File: src/rrq_pkg.sv
// ----------------------------------------------------------------------------
// Round-robin ready queue package
// Shared sizes, command and error codes, and the per-cell control struct.
// ----------------------------------------------------------------------------
`default_nettype none

package rrq_pkg;

    // Queue geometry.
    localparam int QUEUE_DEPTH = 16;
    localparam int TAG_BITS    = 16;
    localparam int IDX_W       = $clog2(QUEUE_DEPTH);
    localparam int CNT_W       = $clog2(QUEUE_DEPTH + 1);

    // Port field widths.
    localparam int CMD_W      = 2;
    localparam int TAG_PORT_W = 16;
    localparam int COUNT_W    = 5;
    localparam int ERR_W      = 2;

    // Command codes.
    localparam logic [CMD_W-1:0] CMD_ADD     = 2'd0;
    localparam logic [CMD_W-1:0] CMD_REMOVE  = 2'd1;
    localparam logic [CMD_W-1:0] CMD_ADVANCE = 2'd2;

    // Error codes.
    localparam logic [ERR_W-1:0] ERR_OK    = 2'd0;
    localparam logic [ERR_W-1:0] ERR_EMPTY = 2'd1;
    localparam logic [ERR_W-1:0] ERR_FULL  = 2'd2;

    // Control for one cell of the tag chain.
    typedef struct packed {
        logic shift;   // take the tag of the right-hand neighbor
        logic load;    // take the newly added tag
    } t_cell_ctrl;

endpackage

`default_nettype wire

File: src/rrq_cell.sv
// ----------------------------------------------------------------------------
// Round-robin ready queue cell
// Holds one queue entry's tag; shifts in its neighbor's tag on a remove and
// captures a new tag on an add.
// ----------------------------------------------------------------------------
`default_nettype none

module rrq_cell (
    input  wire                                i_clk,
    input  rrq_pkg::t_cell_ctrl                i_ctrl,
    input  wire [rrq_pkg::TAG_BITS-1:0]        i_next_tag,
    input  wire [rrq_pkg::TAG_BITS-1:0]        i_new_tag,
    output logic [rrq_pkg::TAG_BITS-1:0]       o_tag,
    output logic [rrq_pkg::TAG_BITS-1:0]       o_tag_next
);
    import rrq_pkg::*;

    logic [TAG_BITS-1:0] r_tag;
    logic [TAG_BITS-1:0] n_tag;

    // Next tag: a load wins, a shift takes the neighbor, otherwise hold.
    always_comb begin
        if (i_ctrl.load) begin
            n_tag = i_new_tag;
        end else if (i_ctrl.shift) begin
            n_tag = i_next_tag;
        end else begin
            n_tag = r_tag;
        end
    end

    // Tag storage needs no reset; an empty cell is never read.
    always_ff @(posedge i_clk) begin
        r_tag <= n_tag;
    end

    assign o_tag      = r_tag;
    assign o_tag_next = n_tag;

endmodule

`default_nettype wire

File: src/round_robin_ready_queue_core.sv
// A result appears on the output register in the cycle after its item is
// accepted. Throughput: one item per cycle; the input stalls only while a
// finished result is held by a stalled output. The work per item is one
// update of the cell chain plus the cursor and count registers.
// Reset (synchronous, active low) empties the queue and the output register;
// the first item may be accepted as soon as reset is released.
// ----------------------------------------------------------------------------
// Round-robin ready queue core
// Packed chain of tag cells in insertion order with a cursor index; removes
// close the gap by shifting the cells behind the cursor one place down.
// ----------------------------------------------------------------------------
`default_nettype none

module round_robin_ready_queue_core (
    input  wire                                 i_clk,
    input  wire                                 i_rst_n,
    // Command channel
    input  wire                                 i_in_valid,
    output logic                                o_in_stall,
    input  wire [rrq_pkg::CMD_W-1:0]            i_cmd,
    input  wire [rrq_pkg::TAG_PORT_W-1:0]       i_item_tag,
    // Result channel
    output logic                                o_out_valid,
    input  wire                                 i_out_stall,
    output logic [rrq_pkg::TAG_PORT_W-1:0]      o_cursor_tag,
    output logic                                o_cursor_valid,
    output logic [rrq_pkg::COUNT_W-1:0]         o_entry_count,
    output logic [rrq_pkg::ERR_W-1:0]           o_error_code
);
    import rrq_pkg::*;

    logic                accept;
    logic                is_full;
    logic                is_empty;
    logic                do_add;
    logic                do_remove;
    logic                cursor_last;

    logic [CNT_W-1:0]    r_count;
    logic [CNT_W-1:0]    n_count;
    logic [IDX_W-1:0]    r_cursor;
    logic [IDX_W-1:0]    n_cursor;
    logic [ERR_W-1:0]    n_err;

    logic [TAG_BITS-1:0] new_tag;
    logic [TAG_BITS-1:0] w_tag      [QUEUE_DEPTH];
    logic [TAG_BITS-1:0] w_tag_next [QUEUE_DEPTH];
    t_cell_ctrl          w_ctrl     [QUEUE_DEPTH];

    logic                r_out_valid;
    logic [TAG_BITS-1:0] r_out_tag;
    logic                r_out_cvalid;
    logic [CNT_W-1:0]    r_out_count;
    logic [ERR_W-1:0]    r_out_err;

    // Handshake: the output register frees itself when taken; no item is
    // taken while reset is held.
    assign o_in_stall = !i_rst_n || (r_out_valid && i_out_stall);
    assign accept     = i_in_valid && !o_in_stall;

    assign is_full     = (r_count == CNT_W'(QUEUE_DEPTH));
    assign is_empty    = (r_count == '0);
    assign cursor_last = ((CNT_W'(r_cursor) + CNT_W'(1)) == r_count);
    assign new_tag     = i_item_tag[TAG_BITS-1:0];

    assign do_add    = accept && (i_cmd == CMD_ADD) && !is_full;
    assign do_remove = accept && (i_cmd == CMD_REMOVE) && !is_empty;

    // Count, cursor and error code for the accepted command.
    always_comb begin
        n_count  = r_count;
        n_cursor = r_cursor;
        n_err    = ERR_OK;
        case (i_cmd)
            CMD_ADD: begin
                if (is_full) begin
                    n_err = ERR_FULL;
                end else begin
                    n_count = r_count + CNT_W'(1);
                end
            end
            CMD_REMOVE: begin
                if (is_empty) begin
                    n_err = ERR_EMPTY;
                end else begin
                    n_count = r_count - CNT_W'(1);
                    // The next entry slides under the cursor; wrap at the tail.
                    if (cursor_last) begin
                        n_cursor = '0;
                    end
                end
            end
            CMD_ADVANCE: begin
                if (!is_empty) begin
                    n_cursor = cursor_last ? '0 : r_cursor + IDX_W'(1);
                end
            end
            default: begin
                n_err = ERR_OK;
            end
        endcase
    end

    // Chain of tag cells, each fed by its right-hand neighbor; the last by itself.
    for (genvar i = 0; i < QUEUE_DEPTH; i++) begin : g_cell
        logic [TAG_BITS-1:0] right_tag;

        if (i == QUEUE_DEPTH - 1) begin : g_last
            assign right_tag = w_tag[i];
        end else begin : g_mid
            assign right_tag = w_tag[i+1];
        end

        assign w_ctrl[i].load  = do_add && (r_count[IDX_W-1:0] == IDX_W'(i));
        assign w_ctrl[i].shift = do_remove && (IDX_W'(i) >= r_cursor);

        rrq_cell u_cell (
            .i_clk      (i_clk),
            .i_ctrl     (w_ctrl[i]),
            .i_next_tag (right_tag),
            .i_new_tag  (new_tag),
            .o_tag      (w_tag[i]),
            .o_tag_next (w_tag_next[i])
        );
    end

    // Cursor and count registers.
    always_ff @(posedge i_clk) begin
        if (!i_rst_n) begin
            r_count  <= '0;
            r_cursor <= '0;
        end else if (accept) begin
            r_count  <= n_count;
            r_cursor <= n_cursor;
        end
    end

    // Output register.
    always_ff @(posedge i_clk) begin
        if (!i_rst_n) begin
            r_out_valid <= 1'b0;
        end else if (accept) begin
            r_out_valid <= 1'b1;
        end else if (!i_out_stall) begin
            r_out_valid <= 1'b0;
        end
    end

    // Result payload describes the queue after the step.
    always_ff @(posedge i_clk) begin
        if (accept) begin
            r_out_cvalid <= (n_count != '0);
            r_out_tag    <= (n_count != '0) ? w_tag_next[n_cursor] : '0;
            r_out_count  <= n_count;
            r_out_err    <= n_err;
        end
    end

    assign o_out_valid    = r_out_valid;
    assign o_cursor_tag   = TAG_PORT_W'(r_out_tag);
    assign o_cursor_valid = r_out_cvalid;
    assign o_entry_count  = COUNT_W'(r_out_count);
    assign o_error_code   = r_out_err;

endmodule

`default_nettype wire

File: config.mk
export PLATFORM = sky130hd
export DESIGN_NAME = round_robin_ready_queue_core
export DESIGN_NICKNAME = d
export VERILOG_FILES = /design/src/rrq_pkg.sv /design/src/rrq_cell.sv /design/src/round_robin_ready_queue_core.sv
export SDC_FILE = /design/constraint.sdc
export NUM_CORES = 1
export LEC_CHECK = 0
export BUFFER_PORTS_ARGS = -buffer_cell sky130_fd_sc_hd__buf_2
export CORE_MARGIN = 2
export CORE_UTILIZATION = 40
export CTS_CLUSTER_DIAMETER = 120
export DETAILED_ROUTE_END_ITERATION = 16
export SLEW_MARGIN = 10
export SYNTH_ARGS = -nofsm -noshare
export SYNTH_HDL_FRONTEND = slang
export SYNTH_SLANG_ARGS = --single-unit
File: constraint.sdc
create_clock -name i_clk -period 4.3 [get_ports i_clk]
set_clock_uncertainty 0.15 [all_clocks]
set_input_delay 0.43 -clock i_clk [delete_from_list [all_inputs] [get_ports i_clk]]
set_output_delay 0.43 -clock i_clk [all_outputs]
set_load 0.01 [all_outputs]
## After elaboration in Yosys (flattened, before gate mapping)

Index checks and enable logic that the tools add are counted.

| cells by class | value |
|---|---|
| add/sub/neg operators | 4 |
| $mul | 0 |
| div/mod/pow operators | 0 |
| $lt $le $gt $ge | 16 |
| eq/ne operators | 20 |
| shift-type cells | 0 |
| muxes and demuxes | 47 |
| bitwise logic cells | 1 |
| reduce and logical (&&, ||, !) cells | 46 |

Operator list:

| operator | count |
|---|---|
| $mux 16 | 33 |
| $bmux 16 s4 | 1 |
| $logic_and 1x1->1 | 37 |
| $eq 4x4->1 const B | 8 |
| $ge 4x4->1 const A | 7 |
| $eq 4x3->1 const B | 4 |
| $ge 3x4->1 const A | 4 |
| $mux 4 | 4 |
| $mux 5 | 2 |
| $pmux 5 s2 | 1 |
| $eq 4x2->1 const B | 2 |
| $ge 1x4->1 const A | 2 |
| $ge 2x4->1 const A | 2 |
| $pmux 4 s2 | 1 |
| $add 4x1->5 const B | 1 |
| $add 5x1->5 const B | 1 |
| $eq 5x5->1 | 1 |
| $eq 5x5->1 const B | 1 |
| $ge 5x5->1 const B | 1 |
| $logic_not 5->1 | 1 |
| $not 4->5 | 1 |
| $reduce_bool 5->1 | 1 |
| $sub 5x1->5 const B | 1 |
| $add 4x1->4 const B | 1 |
| other kinds (11) | 16 |

| storage, ports and cells | value |
|---|---|
| register bits | 290 |
| bits in latches | 0 |
| RAM bits | 0 |
| ROM bits | 0 |
| output and inout bits | 26 |
| word-level logic and storage cells | 157 |
| memories | 0 |

## Logic depth before layout (Yosys ltp)

Gate-level depths: netlist (run 1).

| depth | value |
|---|---|
| word-level depth | 12 |
| mapped depth | 14 |
| depth with buffers taken out | 10 |

## Modules after synthesis

Synthesis (run 1) repeated with hierarchy kept, for this count alone.

| second synthesis, totals | value |
|---|---|
| cells, all modules | 1783 |
| area, all modules | 14949.3 µm² |

By module, submodules not included:

| module | instances | cells an instance | area each (µm²) |
|---|---|---|---|
| rrq_cell | 16 | 69 | 665.6 |
| round_robin_ready_queue_core | 1 | 679 | 4299.1 |

## Worst setup path before layout (run 1)

Ideal clock, no wire load.

| timing | value |
|---|---|
| path kind | input to register |
| start | input port i_rst_n |
| end | register r_out_tag[12] (netlist: o_cursor_tag[12]), data pin |
| library setup time | 0.268 ns |
| arrival | 3.017 ns |
| slack | 0.864 ns |
| stages | 11 |
| buffers on the path | 2 |
| path through | a21boi_2 buf_2 nand2_1 inv_1 nand3_1 clkbuf_1 mux2_2 o21ai_0 a21oi_1 o21ai_0 o211ai_1 |

| on the way | value |
|---|---|
| elaborated cells between the ends (all ways) | 73 |
| those cells by class | mux (34); reduce/logical (39) |

RTL lines:

| item | RTL line | RTL |
|---|---|---|
| start, declared | round_robin_ready_queue_core.sv:16 | `input wire i_rst_n,` |
| $logic_not 1->1 | n/a |  |
| $logic_or 1x1->1 | round_robin_ready_queue_core.sv:58 | `assign o_in_stall = !i_rst_n \|\| (r_out_valid && i_out_stall);` |
| $logic_not 1->1 | round_robin_ready_queue_core.sv:59 | `assign accept = i_in_valid && !o_in_stall;` |
| $logic_and 1x1->1 | round_robin_ready_queue_core.sv:59 |  |
| via accept | round_robin_ready_queue_core.sv:32 | `logic accept;` |
| $logic_and 1x1->1 (2 in series) | round_robin_ready_queue_core.sv:66 | `assign do_add = accept && (i_cmd == CMD_ADD) && !is_full;` |
| $logic_and 1x1->1 | round_robin_ready_queue_core.sv:114 | `assign w_ctrl[i].load = do_add && (r_count[IDX_W-1:0] == IDX_W'(i));` |
| $mux 16 | rrq_cell.sv:23 | `if (i_ctrl.load) begin` |
| via g_cell[15].u_cell.o_tag_next (one bit) | rrq_cell.sv:14 | `output logic [rrq_pkg::TAG_BITS-1:0] o_tag_next` |
| $bmux 16 s4 | round_robin_ready_queue_core.sv:153 | `r_out_tag <= (n_count != '0) ? w_tag_next[n_cursor] : '0;` |
| $mux 16 (not written as such) (2 in series) | round_robin_ready_queue_core.sv:153 |  |
| end signal, assigned | round_robin_ready_queue_core.sv:153 |  |
| end, declared | round_robin_ready_queue_core.sv:51 | `logic [TAG_BITS-1:0] r_out_tag;` |

The timed path passes the listed nets, and every way through them passes these cells. The select of a mux whose other input is x is not followed.
A chain may end at the register's enable or synchronous reset.

## Worst setup path after layout (run 1)

| timing | value |
|---|---|
| start | register r_count[0] |
| end | register r_out_tag[14] (netlist: o_cursor_tag[14]), data pin |

| on the way | value |
|---|---|
| cells in the longest elaborated chain, start to end | 9 |
| elaborated cells between the ends (all ways) | 100 |
| those cells by class | add/sub (2); eq/ne (17); mux (42); bitwise (1); reduce/logical (38) |

RTL lines:

| item | RTL line | RTL |
|---|---|---|
| start, declared | round_robin_ready_queue_core.sv:39 | `logic [CNT_W-1:0] r_count;` |
| start signal, assigned | round_robin_ready_queue_core.sv:133 | `r_count <= n_count;` |
| branches (longest 9 deep; another with $bmux 16 s4) | n/a |  |

Several ways; the timed one is not identified. The select of a mux whose other input is x is not followed.

==> results of run 1 <==
-- critical path: cells and delay by family, from the launching register on --
| kind | cells | cell delay (ps) |
|---|---|---|
| compound gates | 4 | 1370 |
| fa+ha+maj | 1 | 330 |
| flops | 1 | 560 |
| mux | 1 | 310 |
| simple gates | 3 | 890 |
| buf+inv | 1 | 170 |
-- power groups by stage --
stage          Clock, mW  Combinational, mW  Sequential [mW]
2_1_floorplan          0              0.642             3.15
3_3_place_gp           0               1.04             3.19
3_5_place_dp           0               1.05             3.19
4_1_cts             2.77               1.06             3.13
5_1_grt             2.88               1.15             3.16
6_report            2.74               1.07             3.14
-- state kept, by name (all words and copies together) (netlist names) --
name	flops
r_count	5
o_out_valid	1
o_entry_count	5
o_cursor_tag	16
o_cursor_valid	1
r_cursor	4
g_cell.u_cell.o_tag	256
o_error_code	2
-- placed cells by master, fill, tap and decap left out, drive strengths merged, types with 6 or more instances in the layout --
cell type	count
a211oi	6
nor2	266
a211o	17
a21oi	89
edfxtp	24
clkinv	7
clkbuf	50
buf	130
o211ai	31
ha	11
mux2i	32
nand4	13
o21ai	179
inv	23
nand3	152
o311ai	12
dfxtp	266
nor2b	7
a22oi	16
a31oi	197
and2	16
mux2	78
and3	19
nand2	250
-- stage by stage --
| stage | hold slack [ps] | worst slack (ps) |
|---|---|---|
| after CTS | 39.6 | 368 |
| final | 53.5 | 284 |
| after floorplan | 296 | 864 |
| after global placement | 320 | 379 |
| after global routing | 99.9 | 131 |
| after detailed placement | 326 | 363 |
-- how the worst min path moves through the flow --
| stage | cells after the start | slack (ps) | end | start |
|---|---|---|---|---|
| CTS | 3 | 40 | o_out_valid | i_out_stall |
| detailed placement | 2 | 330 | g_cell[8].u_cell.o_tag[14] | g_cell[8].u_cell.o_tag[14] |
| finish | 3 | 50 | o_out_valid | i_out_stall |
| global route | 3 | 100 | o_out_valid | i_out_stall |
| global placement | 2 | 320 | g_cell[2].u_cell.o_tag[14] | g_cell[2].u_cell.o_tag[14] |
| floorplan | 2 | 300 | g_cell[3].u_cell.o_tag[9] | g_cell[3].u_cell.o_tag[9] |
-- logic make-up (layout without fill, tap and decap cells) --
group	count (synthesis)	in the layout	share of synthesized area (%)
AO/OA/AOI/OAI	577	577	23.1
multiplexers	110	110	7.88
AND/OR/NAND/NOR	761	761	22.0
adder cells (fa/ha/maj)	11	11	0.905
flip-flops	290	290	39.7
buffers and inverters	219	210	6.09
XOR/XNOR	5	5	0.288
other	0	1	0
-- metal layers --
metal	share of wire, %	wire [um]
met4	5.0	2820
met3	8.4	4770
met2	45	25700
met5	0.023	13
met1	41	23600
-- final cells by class --
class	instances	share of cell area (%)
clock buffers	50	5.71
clock inverters	9	0.309
diodes	1	0.0147
multi-input cells	1464	48.6
flip-flops and latches	290	35.5
repair buffers	130	5.63
inverters	21	0.463
well taps	511	3.75
==> results.ini, run 1 <==
[run_status]
status = completed

[power]
power_density_mw_per_mm2 = 408
p_comb_share_pct = 15.4
power_frac_clock_pct = 39.5
swShare_pct = 27.9
peakVddDrop_v = 0.000196
power.total_mw = 6.95
seqPwrFrac_pct = 45.1
p_leak_nw = 6.39
switchingPower_mw = 1.94
p_int_mw = 5.01

[finish]
drive_gt1_share_pct = 13.8
fin_area_mm2 = 0.0170
nNetsFinal = 1974
register_area_mm2 = 0.00605
layoutNonFillerInstCount = 2476
fin_util_pct = 45.3
multi_input_area_mm2 = 0.00828
areaGrowthSynthToFinish_pct = 12.0
fillers = 3676

[clock_tree]
cts_setup_buffers = 0
post_cts_resized = 0
clk_pin_slew_ps = 60
cts_hold_buf = 0
htree_num_levels = 2
cts_buffer_depth = 3
cts_buffers = 34
clock-sinks = 290
clock_latency_ps = 530
cts_tree = built
root_buffer = clkbuf_16

[yosys]
synth-main-ff-cell = dfxtp_1
synth_nets = 2006
async_flop_share_pct = 0
synthesis.area_mm2 = 0.0152
yosysTopAreaCellShare_pct = 35.0
synth-edff-count = 24
syn_avg_cell_area_um2 = 7.71
yosys.area.top_type = dfxtp_1
synth_top_cells_by_count = dfxtp_1 (266), nor2_1 (265), nand2_1 (249)
syn_inst = 1973
synth_seq_cells = 290
ys_seq_area_share_pct = 39.7
ys_types = 76
synthesis.yosys.warnings = 0
synth_most_common_cell = dfxtp_1
yosys-top-cells-area = dfxtp_1 (35%), a31oi_1 (8.1%), nor2_1 (6.5%)

[worst_setup_path]
crit_path_end_kind = flip-flop
critPathLaunch = r_count[0]
slowest_delay_ps = 560
crit_end = o_cursor_tag[14]
crit_chain = inv_1 > ha_1 > nor4bb_1 > mux2_2 > a211oi_1 > nand2_1 > o22a_2 > and2_1 > a22o_1 > a211o_1
reg2regPathDepth = 10
cp_data_arrival_time_ps = 4150
critPathKind = reg -> reg
crit_slowest_cell = dfxtp_1
r2r-start = r_count[0]
crit_fanout = 16
critical_path_required_ps = 4440
critPathLaunchType = flip-flop
r2r_slack_ps = 280
worstReg2RegEnd = o_cursor_tag[14]

[placement]
portBuffers = 47
post-place-cells = 2416
routabilityCongestion = 0.961
dpl_cell_area_mm2 = 0.0160
hpwl_um = 38600

[global_routing]
grt_max_degree = 66
grt_pass1_vias = 14300
use_met1_pct = 37.1
grt_remaining_overflow = 0
grt.busiest_layer = met2
antenna_found_initial = 3
grt_pass1_wl_um = 86500
met2_usage_pct = 45.9
grtUsageMet3_pct = 5.24
gr-usage-all-layers_pct = 28.6

[route]
num_vias = 15100
totalWireLength_um = 56900
drt_first_pass_iters = 5
antenna_left = 0
viasPerCell = 6.09
wl_per_cell_um = 23.0
drc = 0
first_iter_violations = 1792

[sta]
slew_headroom_pct = 36.7
post-route-period-util_pct = 93.4
finalSetupViolations = 0
hold_viol_final = 0
min_period_ps = 4020
fin_setup_tns_ps = 0
worst_pin_slew_ps = 950
slew_viol_final = 0
rsz0062_at_grt = false
fmax_mhz = 249

[floorplan]
initial_core_util_pct = 40.5
pin_count = 48
rows = 71
core-area_mm2 = 0.0376
die_h_um = 199
design.die.area_mm2 = 0.0396
die_w_um = 199

[flow_run]
drv_cap = 0

[min_path]
min_path_type = in -> reg

(Power assumes the default switching activity.)
==> run 2, diff against run 1 <==
Settings changed: CORE_UTILIZATION 40 to 63, PLACE_DENSITY set to 0.81.
==> run 2 against run 1 <==
Final area shrank 2.2%. Total power rose by 1.4%. Global-route usage up 11 points. Worst hold slack improved by 32 ps. Die area fell by 36%. Clock-buffer cell count down 3. Cell count down 8.7%. Wire length is 7.8% lower. First-iteration DRC count increased by 26%. Non-clock buffer count down 22. Critical endpoint is now o_cursor_tag[11]. Critical path depth is the same. Via count is 2.3% higher.
==> results.ini, run 2 (synthesis gave the netlist of run 1 again) <==
[global_routing]
gr-usage-all-layers_pct = 39.9  ; +11 points
grt_pass1_vias = 14600  ; +2.1%
grt_pass1_wl_um = 81400  ; -5.9%
grt_remaining_overflow = 0  ; unchanged
antenna_found_initial = 1  ; -2
grt_max_degree = 49  ; -26%

[sta]
slew_headroom_pct = 14.8  ; -22 points
finalSetupViolations = 0  ; unchanged
slew_viol_final = 0  ; unchanged
hold_viol_final = 0  ; unchanged
fin_setup_tns_ps = 0  ; unchanged
timing.hold.ws_ps = 85.5  ; +32.0 ps
rsz0062_at_grt = false
post-route-period-util_pct = 95.5  ; +2.1 points
worst_pin_slew_ps = 1270  ; +324 ps
min_period_ps = 4110  ; +89.9 ps
fmax_mhz = 244  ; -2.2%

[placement]
portBuffers = 47  ; unchanged
hpwl_um = 34900  ; -9.7%
dpl_cell_area_mm2 = 0.0155  ; -3.0%
post-place-cells = 2201  ; -8.9%
routabilityCongestion = 1.01  ; +5.1%

[floorplan]
pin_count = 48  ; unchanged
die_w_um = 159  ; -20%
core-area_mm2 = 0.0236  ; -37%
die_h_um = 159  ; -20%
initial_core_util_pct = 64.4  ; +24 points
rows = 56  ; -21%
design.die.area_mm2 = 0.0254  ; -36%

[flow_run]
drv_cap = 0  ; unchanged

[finish]
fin_util_pct = 70.5  ; +25 points
largest_reg_flops = 256  ; unchanged
drive_gt1_share_pct = 13.1  ; -0.66 points
areaGrowthSynthToFinish_pct = 9.45
final_cell_mix = dfxtp_1 (266), nor2_1 (264), nand2_1 (249)
nNetsFinal = 1949  ; -1.3%
layout_commonest_cell = dfxtp_1
layoutNonFillerInstCount = 2261  ; -8.7%
fin_area_mm2 = 0.0167  ; -2.2%

[worst_setup_path]
cp_data_arrival_time_ps = 4270  ; +120 ps
worstReg2RegEnd = o_cursor_tag[11]
crit_slowest_cell = or4b_4
critPathLaunchType = flip-flop
crit_fanout = 13  ; -3
r2r-start = r_count[0]
critical_path_required_ps = 4470  ; +30 ps
reg2regPathDepth = 10  ; unchanged
slowest_delay_ps = 600  ; +40 ps
crit_chain = inv_1 > ha_1 > or4b_4 > and3_1 > a31oi_1 > o21a_1 > o21a_1 > o311ai_0 > o211ai_1 > o211ai_1
crit_path_end_kind = flip-flop
critPathKind = reg -> reg
r2r_slack_ps = 190  ; -90 ps

[route]
drt_first_pass_iters = 7  ; +2
first_iter_violations = 2251  ; +26%
totalWireLength_um = 52500  ; -7.8%
drc = 0  ; unchanged
antenna_left = 0  ; unchanged
viasPerCell = 6.82  ; +12%
wl_per_cell_um = 23.2  ; +0.92%
num_vias = 15400  ; +2.3%

[power]
power_frac_clock_pct = 41.0  ; +1.5 points
power_density_mw_per_mm2 = 423  ; +3.8%
seqPwrFrac_pct = 44.3  ; -0.8 points
p_comb_share_pct = 14.6  ; -0.8 points
swShare_pct = 27.9  ; -0.068 points
switchingPower_mw = 1.96  ; +1.2%
p_leak_nw = 6.30  ; -1.4%
peakVddDrop_v = 0.000275  ; +40%
p_int_mw = 5.09  ; +1.5%

[min_path]
min_path_type = in -> reg
hold_depth = 2  ; -1
hp-start = i_rst_n
whs_endpoint = o_out_valid

[clock_tree]
cts_setup_buffers = 0  ; unchanged
clk_pin_slew_ps = 60  ; about the same
htree_num_levels = 1  ; -1
cts_buffer_depth = 3  ; unchanged
cts_tree = built
clock-sinks = 290  ; unchanged
root_buffer = clkbuf_16
cts_buffers = 31  ; -8.8%
clock_latency_ps = 580  ; +50 ps

[run_status]
status = completed

-- run 2: cell types whose count changed in the layout (fill, tap and decap cells not counted), moves of 2 or more --
cell       change
buf_12         -6
buf_4         -17
bufinv_16      +2
clkbuf_1       -5
clkinv_1       -2
o311ai_0       -2
o311ai_1       +2
-- run 2: layout make-up --
type                            instances  area (um2)
Multi-Input combinational cell       1464        8290
Fill cell                            1910        6960
Inverter                               21        78.8
Sequential cell                       290        6050
Tap cell                              319         399
Clock buffer                           47         992
Clock inverter                         11         125
Timing Repair Buffer                  108         721
Antenna cell                            1        2.50
-- run 2: worst max path at each step --
stage | start | endpoint | slack [ps]
floorplan | i_rst_n | o_cursor_tag[12] | 860
global placement | r_count[0] | o_cursor_tag[11] | 340
detailed placement | r_cursor[0] | o_cursor_tag[10] | 240
CTS | r_cursor[0] | o_cursor_tag[10] | 220
global route | r_count[0] | o_cursor_tag[15] | 50
finish | r_count[0] | o_cursor_tag[11] | 190
-- run 2: per-stage QoR --
stage	power, mW	setup WS, ps
5_1_grt	7.23	48.3
6_report	7.05	194
2_1_floorplan	3.79	864
3_3_place_gp	4.12	337
4_1_cts	6.99	223
3_5_place_dp	4.15	242
-- run 2: routing by layer --
| metal | GRT usage [%] | vias to the layer above | part of all wire [%] |
|---|---|---|---|
| met4 | 28.5 | 2 | 7.7 |
| met3 | 8.80 | 262 | 12 |
| met1 | 50.5 | 7088 | 37 |
| li1 | - | 6953 | - |
| met2 | 60.5 | 1124 | 43 |
| met5 | 0 | - | 0.025 |
-- run 2: power groups by stage --
stage	combinational [mW]	clock, mW	sequential, mW
floorplan	0.642	0	3.15
global placement	0.952	0	3.17
detailed placement	0.974	0	3.18
CTS	0.981	2.89	3.12
global route	1.09	2.99	3.14
finish	1.03	2.89	3.13
-- run 2: repair_timing --
item | in CTS | in global routing
hold endpoints to repair | 1 | 0
hold buffers | 1 | 0
resized for setup | 0 | 3
setup endpoints to repair | 0 | 10
-- run 2: critical path: cells and delay by family (launching register included) --
kind	cells	cell delay, ps
AND/OR/NAND/NOR	2	870
buffers and inverters	1	180
flip-flops	1	430
AO/OA/AOI/OAI	6	1890
adder cells (fa/ha/maj)	1	310
==> run 3, diff against run 2 <==
Settings changed: SYNTH_HIERARCHICAL set to 1.
==> run 3 against run 2 <==
Core utilization decreased by 0.78 points. Cell count down 5.8%. Flip-flop and latch count stayed put. Area after synthesis fell by 1.7%. Final area down 2.0%. Synthesized cell count fell by 9.6%. Sequential share of layout area is 0.73 points higher. Via count decreased by 13%. Register-to-register slack improved by 130 ps. Non-clock buffer count increased by 2. Largest power group unchanged.
==> results.ini, run 3 <==
[finish]
largest_reg_flops = 256  ; unchanged
diodes = 0  ; -1
nNetsFinal = 1819  ; -6.7%
final_cell_mix = nand2_1 (508), mux2i_1 (274), dfxtp_1 (266)
drive_gt1_share_pct = 11.8  ; -1.4 points
areaGrowthSynthToFinish_pct = 9.17
layout_commonest_cell = nand2_1
fin_util_pct = 69.7  ; -0.78 points
fin_area_mm2 = 0.0163  ; -2.0%
fillers = 1844  ; -3.5%

[run_status]
status = completed

[floorplan]
core-area_mm2 = 0.0234  ; -0.89%
initial_core_util_pct = 63.9  ; -0.55 points
die_w_um = 158  ; -0.85%
pin_count = 48  ; unchanged
rows = 56  ; unchanged
die_h_um = 158  ; -0.85%
design.die.area_mm2 = 0.0250  ; -1.7%

[route]
antenna_left = 0  ; unchanged
num_vias = 13400  ; -13%
totalWireLength_um = 44400  ; -15%
drc = 0  ; unchanged
wl_per_cell_um = 20.9  ; -10%
first_iter_violations = 1680  ; -25%
drt_first_pass_iters = 6  ; -1
viasPerCell = 6.29  ; -7.9%

[worst_setup_path]
crit_fanout = 30  ; +17
reg2regPathDepth = 11  ; +1
crit_path_end_kind = flip-flop
critical_path_required_ps = 4460  ; about the same
cp_data_arrival_time_ps = 4130  ; -140 ps
r2r_slack_ps = 330  ; +130 ps
critPathLaunchType = flip-flop
worstReg2RegEnd = o_cursor_tag[7]
critPathKind = reg -> reg
r2r-start = r_cursor[1]
critPathLaunch = r_cursor[1]

[clock_tree]
post_cts_resized = 0  ; unchanged
root_buffer = clkbuf_16
cts_buffer_depth = 3  ; unchanged
clk_pin_slew_ps = 60  ; about the same
cts_tree = built
clock-sinks = 290  ; unchanged
cts_buffers = 30  ; -3.2%
htree_num_levels = 1  ; unchanged
cts_setup_buffers = 0  ; unchanged
cts_hold_buf = 2  ; +1
clock_latency_ps = 560  ; -20 ps

[yosys]
syn_inst = 1783  ; -9.6%
syn_avg_cell_area_um2 = 8.38  ; +8.7%
synth-main-ff-cell = dfxtp_1
yosys-top-cells-area = dfxtp_1 (36%), mux2i_1 (18%), nand2_1 (13%)
yosys.area.top_type = dfxtp_1
synth_top_cells_by_count = nand2_1 (508), mux2i_1 (274), dfxtp_1 (266)
synth-edff-count = 24  ; unchanged
async_flop_share_pct = 0  ; unchanged
ys_seq_area_share_pct = 40.4  ; +0.70 points
synth_nets = 1816  ; -9.5%
synth_seq_cells = 290  ; unchanged
synthesis.area_mm2 = 0.0149  ; -1.7%
synth_most_common_cell = nand2_1
synthesis.yosys.warnings = 6  ; +6
yosysTopAreaCellShare_pct = 35.6  ; +0.62 points
ys_types = 54  ; -29%

[global_routing]
grt_pass1_vias = 12800  ; -12%
grt_pass1_wl_um = 69300  ; -15%
gr-usage-all-layers_pct = 35.7  ; -4.2 points
grt_remaining_overflow = 0  ; unchanged
grt_max_degree = 52  ; +6.1%
antenna_found_initial = 0  ; -1

[placement]
dpl_cell_area_mm2 = 0.0153  ; -1.7%
hpwl_um = 27200  ; -22%
portBuffers = 47  ; unchanged
routabilityCongestion = 0.883  ; -13%

[power]
peakVddDrop_v = 0.000451  ; +64%
power_density_mw_per_mm2 = 396  ; -6.5%
p_leak_nw = 5.31  ; -16%

[sta]
timing.hold.ws_ps = 79.4  ; -6.13 ps
finalSetupViolations = 0  ; unchanged
min_period_ps = 3970  ; -132 ps
hold_viol_final = 0  ; unchanged
slew_headroom_pct = 24.2  ; +9.4 points
slew_viol_final = 0  ; unchanged
rsz0062_at_grt = false
post-route-period-util_pct = 92.4  ; -3.1 points
fin_setup_tns_ps = 0  ; unchanged
worst_pin_slew_ps = 1140  ; -136 ps
fmax_mhz = 252  ; +3.3%

[min_path]
hold_depth = 3  ; +1
hp-start = i_rst_n
whs_endpoint = r_count[1]
min_path_type = in -> reg

[flow_run]
drv_cap = 0  ; unchanged

[run 3: cell type report]
type                    instances  area (um2)  area share, %
clock buffers                  44         948           5.81
flip-flops and latches        290        6050           37.0
inverters                      14        52.6          0.322
repair buffers                110         801           4.91
clock inverters                12        93.8          0.575
well taps                     319         399           2.45
multi-input cells            1340        7980           48.9
[run 3: cells by family after synthesis]
family,Yosys count,synth area share (%)
adders and majority gates,11,0.921
xor gates and xnor gates,5,0.293
DFF,290,40.4
muxes,274,18.3
AOI/OAI and AO/OA,341,12.7
and+or+nand+nor,709,20.1
buffers and inverters,153,7.12
[run 3: stage by stage]
stage	std cells	setup slack, ps	total power [mW]
global route	2129	207	6.66
CTS	2129	397	6.45
detailed placement	2071	419	3.79
floorplan	1783	945	3.56
finish	2129	326	6.46
global placement	2071	427	3.77
[run 3: critical path, cell delays in order (launching register included)]
cell and delay [ps]:
dfxtp_1 610, inv_1 220, ha_1 370, xor2_1 160
nor3_1 190, o211ai_1 320, a21oi_4 650, buf_12 290
mux2i_1 240, a32oi_1 120, nand4_1 290, o21ai_2 90
[run 3: report_power, final]
part / total [mW] / internal, mW / switching (mW)
clock network: 2.70 / 1.59 / 1.11
logic: 0.780 / 0.278 / 0.502
registers: 2.98 / 2.90 / 0.0776
total: 6.46 / 4.77 / 1.69
[run 3: how the worst max path moves through the flow]
stage,endpoint,slack (ps)
2_1_floorplan,o_cursor_tag[6],950
3_3_place_gp,o_cursor_tag[7],430
3_5_place_dp,o_cursor_tag[7],420
4_1_cts,o_cursor_tag[7],400
5_1_grt,o_cursor_tag[7],210
6_report,o_cursor_tag[7],330
[run 3: per-layer routing]
| metal | vias to the layer above | routed length (um) | share of wire, % | GRT usage [%] |
|---|---|---|---|---|
| met3 | 174 | 4520 | 10 | 6.16 |
| met4 | 0 | 2410 | 5.4 | 17.7 |
| met1 | 6221 | 17300 | 39 | 45.9 |
| met2 | 816 | 20200 | 45 | 58.1 |
| met5 | - | 0 | 0 | 0 |
| li1 | 6175 | - | - | - |
